### src/rtl/lcdnw_pkg.sv
// lcdnw_pkg: types, constants and table functions for the character lcd
// nibble write sequencer. No dependencies; imported by every module of the block.
package lcdnw_pkg;

    // request opcodes
    typedef enum logic [1:0] {
        OP_COMMAND = 2'd0,
        OP_DATA    = 2'd1,
        OP_INIT    = 2'd2,
        OP_CURSOR  = 2'd3
    } t_opcode;

    // display constants
    localparam logic [3:0] INIT_NIBBLE = 4'h3;
    localparam logic [7:0] LONG_HOLD   = 8'd249;
    localparam logic [7:0] CURSOR_COLS = 8'd40;
    localparam logic [7:0] SET_DDRAM   = 8'h80;
    localparam logic [7:0] ROW1_OFFSET = 8'h40;

    // wake-up prefix of init: nine snapshots, index 0..8
    localparam logic [3:0] PRE_LAST   = 4'd8;
    // set-up command list of init: five bytes, index 0..4
    localparam logic [2:0] SETUP_LAST = 3'd4;

    // queued job between front and back
    typedef struct packed {
        logic       init;
        logic       rs;
        logic [7:0] data;
    } t_job;

    // one pin snapshot
    typedef struct packed {
        logic [3:0] nibble;
        logic       reg_select;
        logic       enable;
        logic [7:0] delay_units;
        logic       last;
    } t_snap;

    // one entry of the wake-up prefix
    typedef struct packed {
        logic [3:0] nibble;
        logic       enable;
        logic [7:0] delay_units;
    } t_pre;

    // wake-up pulses on nibble 3, then one pulse on nibble 2
    function automatic t_pre init_pre(input logic [3:0] idx);
        t_pre p;
        p.nibble      = INIT_NIBBLE;
        p.enable      = 1'b0;
        p.delay_units = 8'd0;
        case (idx)
            4'd0: p.delay_units = 8'd39;
            4'd1: p.enable = 1'b1;
            4'd2: p.delay_units = 8'd4;
            4'd3: p.enable = 1'b1;
            4'd4: p.delay_units = 8'd4;
            4'd5: p.enable = 1'b1;
            4'd6: p.delay_units = 8'd1;
            4'd7: p.nibble = INIT_NIBBLE & 4'h2;
            4'd8: begin
                p.nibble = INIT_NIBBLE & 4'h2;
                p.enable = 1'b1;
            end
            default: p = '0;
        endcase
        return p;
    endfunction

    // set-up commands: function set, display on, clear, entry mode, ddram address 0
    function automatic logic [7:0] setup_byte(input logic [2:0] k);
        logic [7:0] b;
        case (k)
            3'd0:    b = 8'h28;
            3'd1:    b = 8'h0E;
            3'd2:    b = 8'h01;
            3'd3:    b = 8'h06;
            default: b = 8'h80;
        endcase
        return b;
    endfunction

endpackage

### src/rtl/lcdnw_if.sv
// lcdnw_if: valid/ready channel interfaces for the request and snapshot items.
// No dependencies.
interface lcdnw_req_if;
    logic       valid;
    logic       ready;
    logic [1:0] opcode;
    logic [7:0] value;
    logic       row;

    modport source (output valid, output opcode, output value, output row, input ready);
    modport sink   (input valid, input opcode, input value, input row, output ready);
endinterface

interface lcdnw_snap_if;
    logic       valid;
    logic       ready;
    logic [3:0] nibble;
    logic       reg_select;
    logic       enable;
    logic [7:0] delay_units;
    logic       last;

    modport source (output valid, output nibble, output reg_select, output enable,
                    output delay_units, output last, input ready);
    modport sink   (input valid, input nibble, input reg_select, input enable,
                    input delay_units, input last, output ready);
endinterface

### src/rtl/char_lcd_nibble_write_sequencer.sv
// char_lcd_nibble_write_sequencer: top level of the 4-bit character lcd write
// sequencer. Depends on lcdnw_pkg, lcdnw_if, lcdnw_front, lcdnw_fifo, lcdnw_back.
//
// Usage:
// - i_req carries request items: opcode (command byte, data byte, init, set
//   cursor), value and row. o_snap carries pin snapshots: nibble, reg_select,
//   enable, delay_units and last, which marks the final snapshot of a request.
// - A byte or cursor request gives 5 snapshots, init gives 34; a cursor
//   column of 40 or more is accepted and gives none.
// - The first snapshot of a request passes the job queue, the sequencer state and
//   the output register before it is valid, when the sequencer is free.
// - Throughput: one snapshot per cycle while the receiver takes them; the single
//   snapshot sequencer sets this. Requests queue in a QUEUE_DEPTH entry job queue
//   and a new job starts in the cycle after the previous one's last snapshot is
//   loaded.
// - When the receiver stalls, the output register holds its snapshot, the
//   sequencer waits, and requests keep being accepted until the queue fills.
// - Synchronous reset empties the queue, idles the sequencer and drops any
//   pending snapshot.
module char_lcd_nibble_write_sequencer #(
    parameter int QUEUE_DEPTH = 2
) (
    input  logic          i_clk,
    input  logic          i_rst_n,
    lcdnw_req_if.sink     i_req,
    lcdnw_snap_if.source  o_snap
);
    import lcdnw_pkg::*;

    logic queue_full;
    logic push;
    logic pop;
    logic job_valid;
    t_job push_job;
    t_job head_job;

    // classify requests
    lcdnw_front u_front (
        .i_req        (i_req),
        .i_queue_full (queue_full),
        .o_push       (push),
        .o_job        (push_job)
    );

    // job queue
    lcdnw_fifo #(
        .DEPTH (QUEUE_DEPTH)
    ) u_fifo (
        .i_clk   (i_clk),
        .i_rst_n (i_rst_n),
        .i_push  (push),
        .i_job   (push_job),
        .i_pop   (pop),
        .o_full  (queue_full),
        .o_valid (job_valid),
        .o_job   (head_job)
    );

    // snapshot sequencer
    lcdnw_back u_back (
        .i_clk       (i_clk),
        .i_rst_n     (i_rst_n),
        .i_job_valid (job_valid),
        .i_job       (head_job),
        .o_pop       (pop),
        .o_snap      (o_snap)
    );

endmodule

### src/rtl/lcdnw_front.sv
// lcdnw_front: takes request items and turns them into queued jobs.
// Depends on lcdnw_pkg and lcdnw_req_if.
module lcdnw_front (
    lcdnw_req_if.sink     i_req,
    input  logic          i_queue_full,
    output logic          o_push,
    output lcdnw_pkg::t_job o_job
);
    import lcdnw_pkg::*;

    logic       keep;
    logic [7:0] cursor_cmd;

    // accept whenever the queue has room
    assign i_req.ready = !i_queue_full;

    // cursor command byte
    assign cursor_cmd = SET_DDRAM | (i_req.row ? ROW1_OFFSET : 8'h00) | i_req.value;

    // classify the request
    always_comb begin
        o_job = '0;
        keep  = 1'b1;
        case (t_opcode'(i_req.opcode))
            OP_COMMAND: o_job.data = i_req.value;
            OP_DATA: begin
                o_job.rs   = 1'b1;
                o_job.data = i_req.value;
            end
            OP_INIT: o_job.init = 1'b1;
            OP_CURSOR: begin
                o_job.data = cursor_cmd;
                keep       = (i_req.value < CURSOR_COLS);
            end
            default: keep = 1'b0;
        endcase
    end

    // out-of-range cursor items are accepted and dropped
    assign o_push = i_req.valid && i_req.ready && keep;

endmodule

### src/rtl/lcdnw_fifo.sv
// lcdnw_fifo: short job queue between the front and the back.
// Depends on lcdnw_pkg.
module lcdnw_fifo #(
    parameter int DEPTH = 2
) (
    input  logic            i_clk,
    input  logic            i_rst_n,
    input  logic            i_push,
    input  lcdnw_pkg::t_job i_job,
    input  logic            i_pop,
    output logic            o_full,
    output logic            o_valid,
    output lcdnw_pkg::t_job o_job
);
    import lcdnw_pkg::*;

    localparam int PW = $clog2(DEPTH);
    localparam int CW = $clog2(DEPTH + 1);
    localparam logic [PW-1:0] PTR_LAST = PW'(DEPTH - 1);
    localparam logic [CW-1:0] CNT_FULL = CW'(DEPTH);

    t_job          r_mem [DEPTH];
    logic [PW-1:0] r_wr_ptr, n_wr_ptr;
    logic [PW-1:0] r_rd_ptr, n_rd_ptr;
    logic [CW-1:0] r_count, n_count;

    assign o_full  = (r_count == CNT_FULL);
    assign o_valid = (r_count != '0);
    assign o_job   = r_mem[r_rd_ptr];

    // pointer and count update
    always_comb begin
        n_wr_ptr = r_wr_ptr;
        n_rd_ptr = r_rd_ptr;
        n_count  = r_count;
        if (i_push) begin
            n_wr_ptr = (r_wr_ptr == PTR_LAST) ? '0 : r_wr_ptr + 1'b1;
        end
        if (i_pop) begin
            n_rd_ptr = (r_rd_ptr == PTR_LAST) ? '0 : r_rd_ptr + 1'b1;
        end
        if (i_push && !i_pop) begin
            n_count = r_count + 1'b1;
        end else if (!i_push && i_pop) begin
            n_count = r_count - 1'b1;
        end
    end

    always_ff @(posedge i_clk) begin
        if (!i_rst_n) begin
            r_wr_ptr <= '0;
            r_rd_ptr <= '0;
            r_count  <= '0;
        end else begin
            r_wr_ptr <= n_wr_ptr;
            r_rd_ptr <= n_rd_ptr;
            r_count  <= n_count;
        end
    end

    // storage
    always_ff @(posedge i_clk) begin
        if (i_push) begin
            r_mem[r_wr_ptr] <= i_job;
        end
    end

    // no push into a full queue
    a_no_overflow: assert property (@(posedge i_clk) disable iff (!i_rst_n)
        !(i_push && o_full))
        else $error("job queue overflow");

    // no pop from an empty queue
    a_no_underflow: assert property (@(posedge i_clk) disable iff (!i_rst_n)
        i_pop |-> o_valid)
        else $error("job queue underflow");

    // count rises on a push without a pop
    a_count_track: assert property (@(posedge i_clk) disable iff (!i_rst_n)
        (i_push && !i_pop) |=> r_count == $past(r_count) + 1'b1)
        else $error("job queue count mismatch");

endmodule

### src/rtl/lcdnw_back.sv
// lcdnw_back: sequencer that expands queued jobs into pin snapshots,
// with a registered output stage. Depends on lcdnw_pkg and lcdnw_snap_if.
module lcdnw_back (
    input  logic            i_clk,
    input  logic            i_rst_n,
    input  logic            i_job_valid,
    input  lcdnw_pkg::t_job i_job,
    output logic            o_pop,
    lcdnw_snap_if.source    o_snap
);
    import lcdnw_pkg::*;

    typedef enum logic [2:0] {
        S_IDLE,
        S_PRE,
        S_HI_SET,
        S_HI_PULSE,
        S_LO_SET,
        S_LO_PULSE,
        S_TAIL
    } t_state;

    t_state     r_state, n_state;
    logic       r_init, n_init;
    logic       r_rs, n_rs;
    logic [7:0] r_data, n_data;
    logic [3:0] r_pre_idx, n_pre_idx;
    logic [2:0] r_byte_idx, n_byte_idx;
    logic       r_out_valid, n_out_valid;
    t_snap      r_out, n_out;

    t_snap      cur;
    t_pre       pre;
    logic [7:0] cur_byte;
    logic       job_end;
    logic       out_load;
    logic       adv;

    // current snapshot
    always_comb begin
        cur_byte = r_init ? setup_byte(r_byte_idx) : r_data;
        pre      = init_pre(r_pre_idx);
        job_end  = !r_init || (r_byte_idx == SETUP_LAST);
        cur      = '0;
        case (r_state)
            S_PRE: begin
                cur.nibble      = pre.nibble;
                cur.enable      = pre.enable;
                cur.delay_units = pre.delay_units;
            end
            S_HI_SET: begin
                cur.nibble     = cur_byte[7:4];
                cur.reg_select = r_rs;
            end
            S_HI_PULSE: begin
                cur.nibble      = cur_byte[7:4];
                cur.reg_select  = r_rs;
                cur.enable      = 1'b1;
                cur.delay_units = 8'd1;
            end
            S_LO_SET: begin
                cur.nibble     = cur_byte[3:0];
                cur.reg_select = r_rs;
            end
            S_LO_PULSE: begin
                cur.nibble      = cur_byte[3:0];
                cur.reg_select  = r_rs;
                cur.enable      = 1'b1;
                cur.delay_units = 8'd1;
            end
            S_TAIL: begin
                cur.nibble      = cur_byte[3:0];
                cur.reg_select  = r_rs;
                cur.delay_units = r_init ? LONG_HOLD : 8'd0;
                cur.last        = job_end;
            end
            default: cur = '0;
        endcase
    end

    // output stage takes a new snapshot when empty or drained
    assign out_load = !r_out_valid || o_snap.ready;
    assign adv      = (r_state != S_IDLE) && out_load;
    assign o_pop    = i_job_valid &&
                      ((r_state == S_IDLE) || (adv && r_state == S_TAIL && job_end));

    // sequencer next state
    always_comb begin
        n_state    = r_state;
        n_init     = r_init;
        n_rs       = r_rs;
        n_data     = r_data;
        n_pre_idx  = r_pre_idx;
        n_byte_idx = r_byte_idx;
        if (adv) begin
            case (r_state)
                S_PRE: begin
                    if (r_pre_idx == PRE_LAST) begin
                        n_state    = S_HI_SET;
                        n_byte_idx = '0;
                    end else begin
                        n_pre_idx = r_pre_idx + 1'b1;
                    end
                end
                S_HI_SET:   n_state = S_HI_PULSE;
                S_HI_PULSE: n_state = S_LO_SET;
                S_LO_SET:   n_state = S_LO_PULSE;
                S_LO_PULSE: n_state = S_TAIL;
                S_TAIL: begin
                    if (job_end) begin
                        n_state = S_IDLE;
                    end else begin
                        n_state    = S_HI_SET;
                        n_byte_idx = r_byte_idx + 1'b1;
                    end
                end
                default: n_state = S_IDLE;
            endcase
        end
        // next job starts without a gap
        if (o_pop) begin
            n_state    = i_job.init ? S_PRE : S_HI_SET;
            n_init     = i_job.init;
            n_rs       = i_job.rs;
            n_data     = i_job.data;
            n_pre_idx  = '0;
            n_byte_idx = '0;
        end
    end

    // output register next value
    always_comb begin
        n_out = r_out;
        if (adv) begin
            n_out_valid = 1'b1;
            n_out       = cur;
        end else if (o_snap.ready) begin
            n_out_valid = 1'b0;
        end else begin
            n_out_valid = r_out_valid;
        end
    end

    // state and registered outputs
    always_ff @(posedge i_clk) begin
        if (!i_rst_n) begin
            r_state     <= S_IDLE;
            r_init      <= 1'b0;
            r_pre_idx   <= '0;
            r_byte_idx  <= '0;
            r_out_valid <= 1'b0;
        end else begin
            r_state     <= n_state;
            r_init      <= n_init;
            r_pre_idx   <= n_pre_idx;
            r_byte_idx  <= n_byte_idx;
            r_out_valid <= n_out_valid;
        end
        r_rs   <= n_rs;
        r_data <= n_data;
        r_out  <= n_out;
    end

    assign o_snap.valid       = r_out_valid;
    assign o_snap.nibble      = r_out.nibble;
    assign o_snap.reg_select  = r_out.reg_select;
    assign o_snap.enable      = r_out.enable;
    assign o_snap.delay_units = r_out.delay_units;
    assign o_snap.last        = r_out.last;

    // a request never ends on a high enable
    a_last_low_enable: assert property (@(posedge i_clk) disable iff (!i_rst_n)
        r_out_valid |-> !(r_out.last && r_out.enable))
        else $error("last snapshot with enable high");

    // wake-up prefix only runs for init jobs
    a_pre_is_init: assert property (@(posedge i_clk) disable iff (!i_rst_n)
        (r_state == S_PRE) |-> (r_init && r_pre_idx <= PRE_LAST))
        else $error("wake-up prefix outside init");

    // set-up byte index stays in the command list
    a_byte_idx_range: assert property (@(posedge i_clk) disable iff (!i_rst_n)
        r_byte_idx <= SETUP_LAST)
        else $error("set-up byte index out of range");

    // a job is taken only when the sequencer is free or finishing
    a_pop_timing: assert property (@(posedge i_clk) disable iff (!i_rst_n)
        o_pop |-> (r_state == S_IDLE || r_state == S_TAIL))
        else $error("job taken mid-sequence");

endmodule

### src/flat_wrapper.sv
// flat-port wrapper written by rule: the top's interface ports become plain ports
module char_lcd_nibble_write_sequencer_flat import lcdnw_pkg::*;
#(
    parameter int QUEUE_DEPTH = 2
)
  (i_clk, i_rst_n, i_req_valid, i_req_opcode, i_req_value, i_req_row, i_req_ready, o_snap_valid, o_snap_nibble, o_snap_reg_select, o_snap_enable, o_snap_delay_units, o_snap_last, o_snap_ready);
  lcdnw_req_if i_req_i ();
  lcdnw_snap_if o_snap_i ();
  input  logic i_clk;
  input  logic i_rst_n;
  input wire logic [$bits(i_req_i.valid)-1:0] i_req_valid;
  input wire logic [$bits(i_req_i.opcode)-1:0] i_req_opcode;
  input wire logic [$bits(i_req_i.value)-1:0] i_req_value;
  input wire logic [$bits(i_req_i.row)-1:0] i_req_row;
  output wire logic [$bits(i_req_i.ready)-1:0] i_req_ready;
  output wire logic [$bits(o_snap_i.valid)-1:0] o_snap_valid;
  output wire logic [$bits(o_snap_i.nibble)-1:0] o_snap_nibble;
  output wire logic [$bits(o_snap_i.reg_select)-1:0] o_snap_reg_select;
  output wire logic [$bits(o_snap_i.enable)-1:0] o_snap_enable;
  output wire logic [$bits(o_snap_i.delay_units)-1:0] o_snap_delay_units;
  output wire logic [$bits(o_snap_i.last)-1:0] o_snap_last;
  input wire logic [$bits(o_snap_i.ready)-1:0] o_snap_ready;
  assign i_req_i.valid = i_req_valid;
  assign i_req_i.opcode = i_req_opcode;
  assign i_req_i.value = i_req_value;
  assign i_req_i.row = i_req_row;
  assign i_req_ready = i_req_i.ready;
  assign o_snap_valid = o_snap_i.valid;
  assign o_snap_nibble = o_snap_i.nibble;
  assign o_snap_reg_select = o_snap_i.reg_select;
  assign o_snap_enable = o_snap_i.enable;
  assign o_snap_delay_units = o_snap_i.delay_units;
  assign o_snap_last = o_snap_i.last;
  assign o_snap_i.ready = o_snap_ready;
  char_lcd_nibble_write_sequencer #(.QUEUE_DEPTH(QUEUE_DEPTH)) u_core (.i_clk(i_clk), .i_rst_n(i_rst_n), .i_req(i_req_i), .o_snap(o_snap_i));
endmodule
### config.mk
export PLATFORM = sky130hd
export DESIGN_NAME = char_lcd_nibble_write_sequencer_flat
export DESIGN_NICKNAME = d
export VERILOG_FILES = /design/src/rtl/lcdnw_pkg.sv /design/src/rtl/lcdnw_if.sv /design/src/rtl/char_lcd_nibble_write_sequencer.sv /design/src/rtl/lcdnw_front.sv /design/src/rtl/lcdnw_fifo.sv /design/src/rtl/lcdnw_back.sv /design/src/flat_wrapper.sv
export SDC_FILE = /design/constraint.sdc
export NUM_CORES = 1
export LEC_CHECK = 0
export ABC_AREA = 0
export BUFFER_PORTS_ARGS = -buffer_cell sky130_fd_sc_hd__buf_4
export CORE_MARGIN = 10
export CORE_UTILIZATION = 55
export CTS_CLUSTER_DIAMETER = 40
export DETAILED_ROUTE_END_ITERATION = 12
export PLACE_DENSITY = 0.76
export REMOVE_ABC_BUFFERS = 1
export SLEW_MARGIN = 30
export SYNTH_ARGS = -nofsm -noshare
export SYNTH_HDL_FRONTEND = slang
export SYNTH_SLANG_ARGS = --single-unit
### constraint.sdc
create_clock -name i_clk -period 3.7 [get_ports i_clk]
set_input_delay 0.37 -clock i_clk [delete_from_list [all_inputs] [get_ports i_clk]]
set_output_delay 0.37 -clock i_clk [all_outputs]
set_load 0.005 [all_outputs]
==> metrics.md <==
| Metric | Value |
|---|---|
| Vias/cell | between 5 and 6 |
| Cell taking the most area after synthesis | edfxtp_1 |
| Ports | 32 |
| Synthesized area | 2720 um^2 |
| Post-synth top area share | a little under half |
| Total congestion overflow | 0 |
| Max_slew headroom | 49.2% |
| Share of total power in combinational logic | a little under a third |
| Mapped Cells | around 230 |
| Clock root buffer | clkbuf_8 |
| Post-CTS Resized | 0 |
| RSZ-0062 raised after global routing | no |
| Flop pwr share | roughly 46% |
| Worst path top cell family by delay | simple AND/OR/NAND/NOR gates |
| TritonRoute pass-1 iters | 4 |
| Peak per-stage delay on the critical path | ~0.59 ns |
| CP Buf/Inv Count | 0 |
| Synth top area cells | edfxtp_1 (45%), dfxtp_1 (13%), ha_1 (4.6%) |
| Die width | between 90 and 100 um |
| Gr usage total | about 13% |
| Seq/Total Area, Yosys | 57.7% |
| Pre-CTS setup slack | 1.56 ns |
| Initial core utilization | a little under three fifths |
| # setup viols final | 0 |
| Htree depth | 3 |
| FFs w/ async S/R, synth | 0% |
| Initial antenna violation count | 0 |
| Yosys reg bits | slightly below 60 |
| Total die area | slightly above 8000 um^2 |
| First-pass GRT wire length | approximately 8500 um |
| Final ANT Viol Nets | 0 |
| Setup Crit Path Kind | flip-flop to flip-flop |
| CP Max Fanout | 15 |
| Final Hold Viols | 0 |
| Crit path DAT | 2.45 ns |
| Min Hold Slack | approximately 0.34 ns |
| Hpwl dp | approximately 3600 um |
| CTS tree | built |
| Diodes inserted | 0 |
| Max IR drop VDD | about 0.44 mV |
| Cts hold-fix bufs | 0 |
| Clock Sinks | between 50 and 60 |
| Core ar. | around 4800 um^2 |
| Count of cell types in the netlist | 44 |
| Ys Warns | 0 |
| Largest net degree at the start of global routing | 18 |
| Commonest cells in the netlist | edfxtp_1 (41), nor2_1 (18), dfxtp_1 (17) |
| Clk slew on worst S/H paths | 0.07 ns |
| Setup TNS | 0 ns |
| P&R area growth vs syn | 16.9% |
| Vias in the first global route | about 1800 |
| Psw | roughly 0.74 mW |
| Syn Area/Cell | 11.7 um^2 |
| Post-Route Utilization | about two thirds |
| Max Fclk | roughly 460 MHz |
| Starting DRT DRC Count | ~160 |
| Clock network power share | around a quarter |
| # rows | 25 |
| CTS buffer count | 9 |
| Die Height | ~90 um |
| Hold crit path type | primary input to flip-flop |
| Crit path max-delay cell type | dfxtp_1 |
| Tcrit/Tclk final | approximately 60% |
| Int Pwr | roughly 1.6 mW |
| Post-DR wirelength/cell | approximately 15 um |
| Top_reg_cell synth | edfxtp_1 |
| Final nets | 292 |
| Via count | around 1800 |
| Fraction of layout cells with a size suffix above 1 | roughly 24% |
| Worst-skew pair later-pin latency | ~0.33 ns |
| DRC Markers | 0 |
| Clk_skew | approximately 0.013 ns |
| Number of flops mapped to enable cells by yosys | 41 |
| Fillers | around 380 |
| Max cap viols | 0 |
| WP data required | between 3 and 4 ns |
| I/O Buffers | 31 |
| Most common cell in the netlist | edfxtp_1 |
| Slew @ Worst Pin | approximately 0.76 ns |
| Final min period | approximately 2.2 ns |
| Status | finished clean |
| Leakage | between 1 and 1.5 nW |
| Type of element capturing the critical path | flip-flop |
| Final RePlAce weighted congestion | approximately 0.88 |
| CP Cell Sequence | and3b_2 -> a31oi_2 -> or2_4 -> ha_1 -> or3_1 -> a21oi_1 |
| Critical Path Start Type | flip-flop |
| PwrDens | roughly 730 nW/um^2 |
| Routed WL | between 4000 and 5000 um |
| Clk buf depth | 2 |
| Setup slack after layout | 1.51 ns |
| Setup bufs post-CTS | 0 |
| Max Slew Vio Count | 0 |
| Sw Ratio | 31.6% |
[metal layers]
layer	vias up	global-route usage, %	share of wire, %
li1	906	-	-
met1	841	15.9	46
met2	60	19.1	46
met3	10	4.16	6.2
met4	0	6.63	1.9
met5	-	0	0
[kinds of logic after synthesis]
family,after synthesis,share of synthesized area (%)
buf+inv,21,3.54
flops,58,57.7
compound gates,47,11.0
xor+xnor,4,1.29
simple gates,76,15.1
fa+ha+maj,10,4.60
mux,17,6.71
[final cells by class]
| type | count | area, um^2 | share of cell area, % |
|---|---|---|---|
| sequential | 58 | 1570 | 49.4 |
| clock inverter | 6 | 57.6 | 1.81 |
| clock buffer | 10 | 128 | 4.01 |
| inverter | 12 | 45.0 | 1.42 |
| timing repair buffer | 32 | 240 | 7.55 |
| multi-input combinational | 154 | 1060 | 33.2 |
| tap | 67 | 83.8 | 2.63 |
[sequential cells by signal (all words and copies together) (netlist names), named ones only]
name                              count
u_core.u_fifo.r_mem                  20
u_core.u_back.r_data                  8
u_core.u_back.o_snap.delay_units      5
u_core.u_back.o_snap.nibble           4
u_core.u_back.r_pre_idx               4
u_core.u_back.r_byte_idx              3
u_core.u_back.r_state                 3
u_core.u_fifo.r_count                 2
u_core.u_back.o_snap.enable           1
u_core.u_back.o_snap.last             1
u_core.u_back.o_snap.reg_select       1
u_core.u_back.o_snap.valid            1
u_core.u_back.r_init                  1
u_core.u_back.r_rs                    1
u_core.u_fifo.r_rd_ptr                1
u_core.u_fifo.r_wr_ptr                1
[power groups by stage]
stage / Combinational (mW) / Clock, mW / Sequential (mW)
6_report: 0.726 / 0.543 / 1.06
5_1_grt: 0.812 / 0.590 / 1.09
4_1_cts: 0.732 / 0.556 / 1.07
3_5_place_dp: 0.726 / 0 / 1.08
3_3_place_gp: 0.717 / 0 / 1.07
2_1_floorplan: 0.460 / 0 / 1.06
[layout by cell type (no fill, tap or decap), types with 2 or more instances in the layout]
cell,instances
o22ai_1,2
buf_4,32
clkinvlp_4,2
nor2b_1,8
edfxtp_1,41
and3_1,4
mux2_2,10
or3_1,3
o221ai_1,2
nand2_1,13
a21oi_1,11
and2_1,7
nand2b_1,10
nor3_1,4
inv_1,11
nor2_1,17
a31oi_1,3
xor2_1,3
o21ai_0,15
nand4_1,2
a21boi_0,2
clkbuf_8,9
dfxtp_1,17
clkinv_1,2
a31o_2,3
mux2i_1,7
ha_1,10
[final timing paths]
kind                                                             from                                     to  slack (ns)  cells after the start
worst max register to register  u_core.u_back.r_state[2]$_SDFFE_PN0P_  u_core.u_fifo.r_count[1]$_SDFFE_PN0P_        1.51                      6
worst max-delay path            u_core.u_back.r_state[2]$_SDFFE_PN0P_  u_core.u_fifo.r_count[1]$_SDFFE_PN0P_        1.51                      6
worst min-delay path                                          i_rst_n      u_core.u_back.r_init$_SDFFE_PN0P_        0.34                      2
worst min register to register    u_core.u_fifo.r_wr_ptr$_SDFFE_PN0P_    u_core.u_fifo.r_wr_ptr$_SDFFE_PN0P_        0.48                      2
[stage by stage]
stage | cell area, um^2 | power (mW) | instances
detailed placement | 3000 | 1.80 | 323
global route | 3180 | 2.49 | 339
floorplan | 2670 | 1.52 | 224
finish | 3180 | 2.33 | 339
global placement | 3000 | 1.79 | 323
CTS | 3180 | 2.36 | 339
Note: power is estimated with default switching activity, not from simulation.
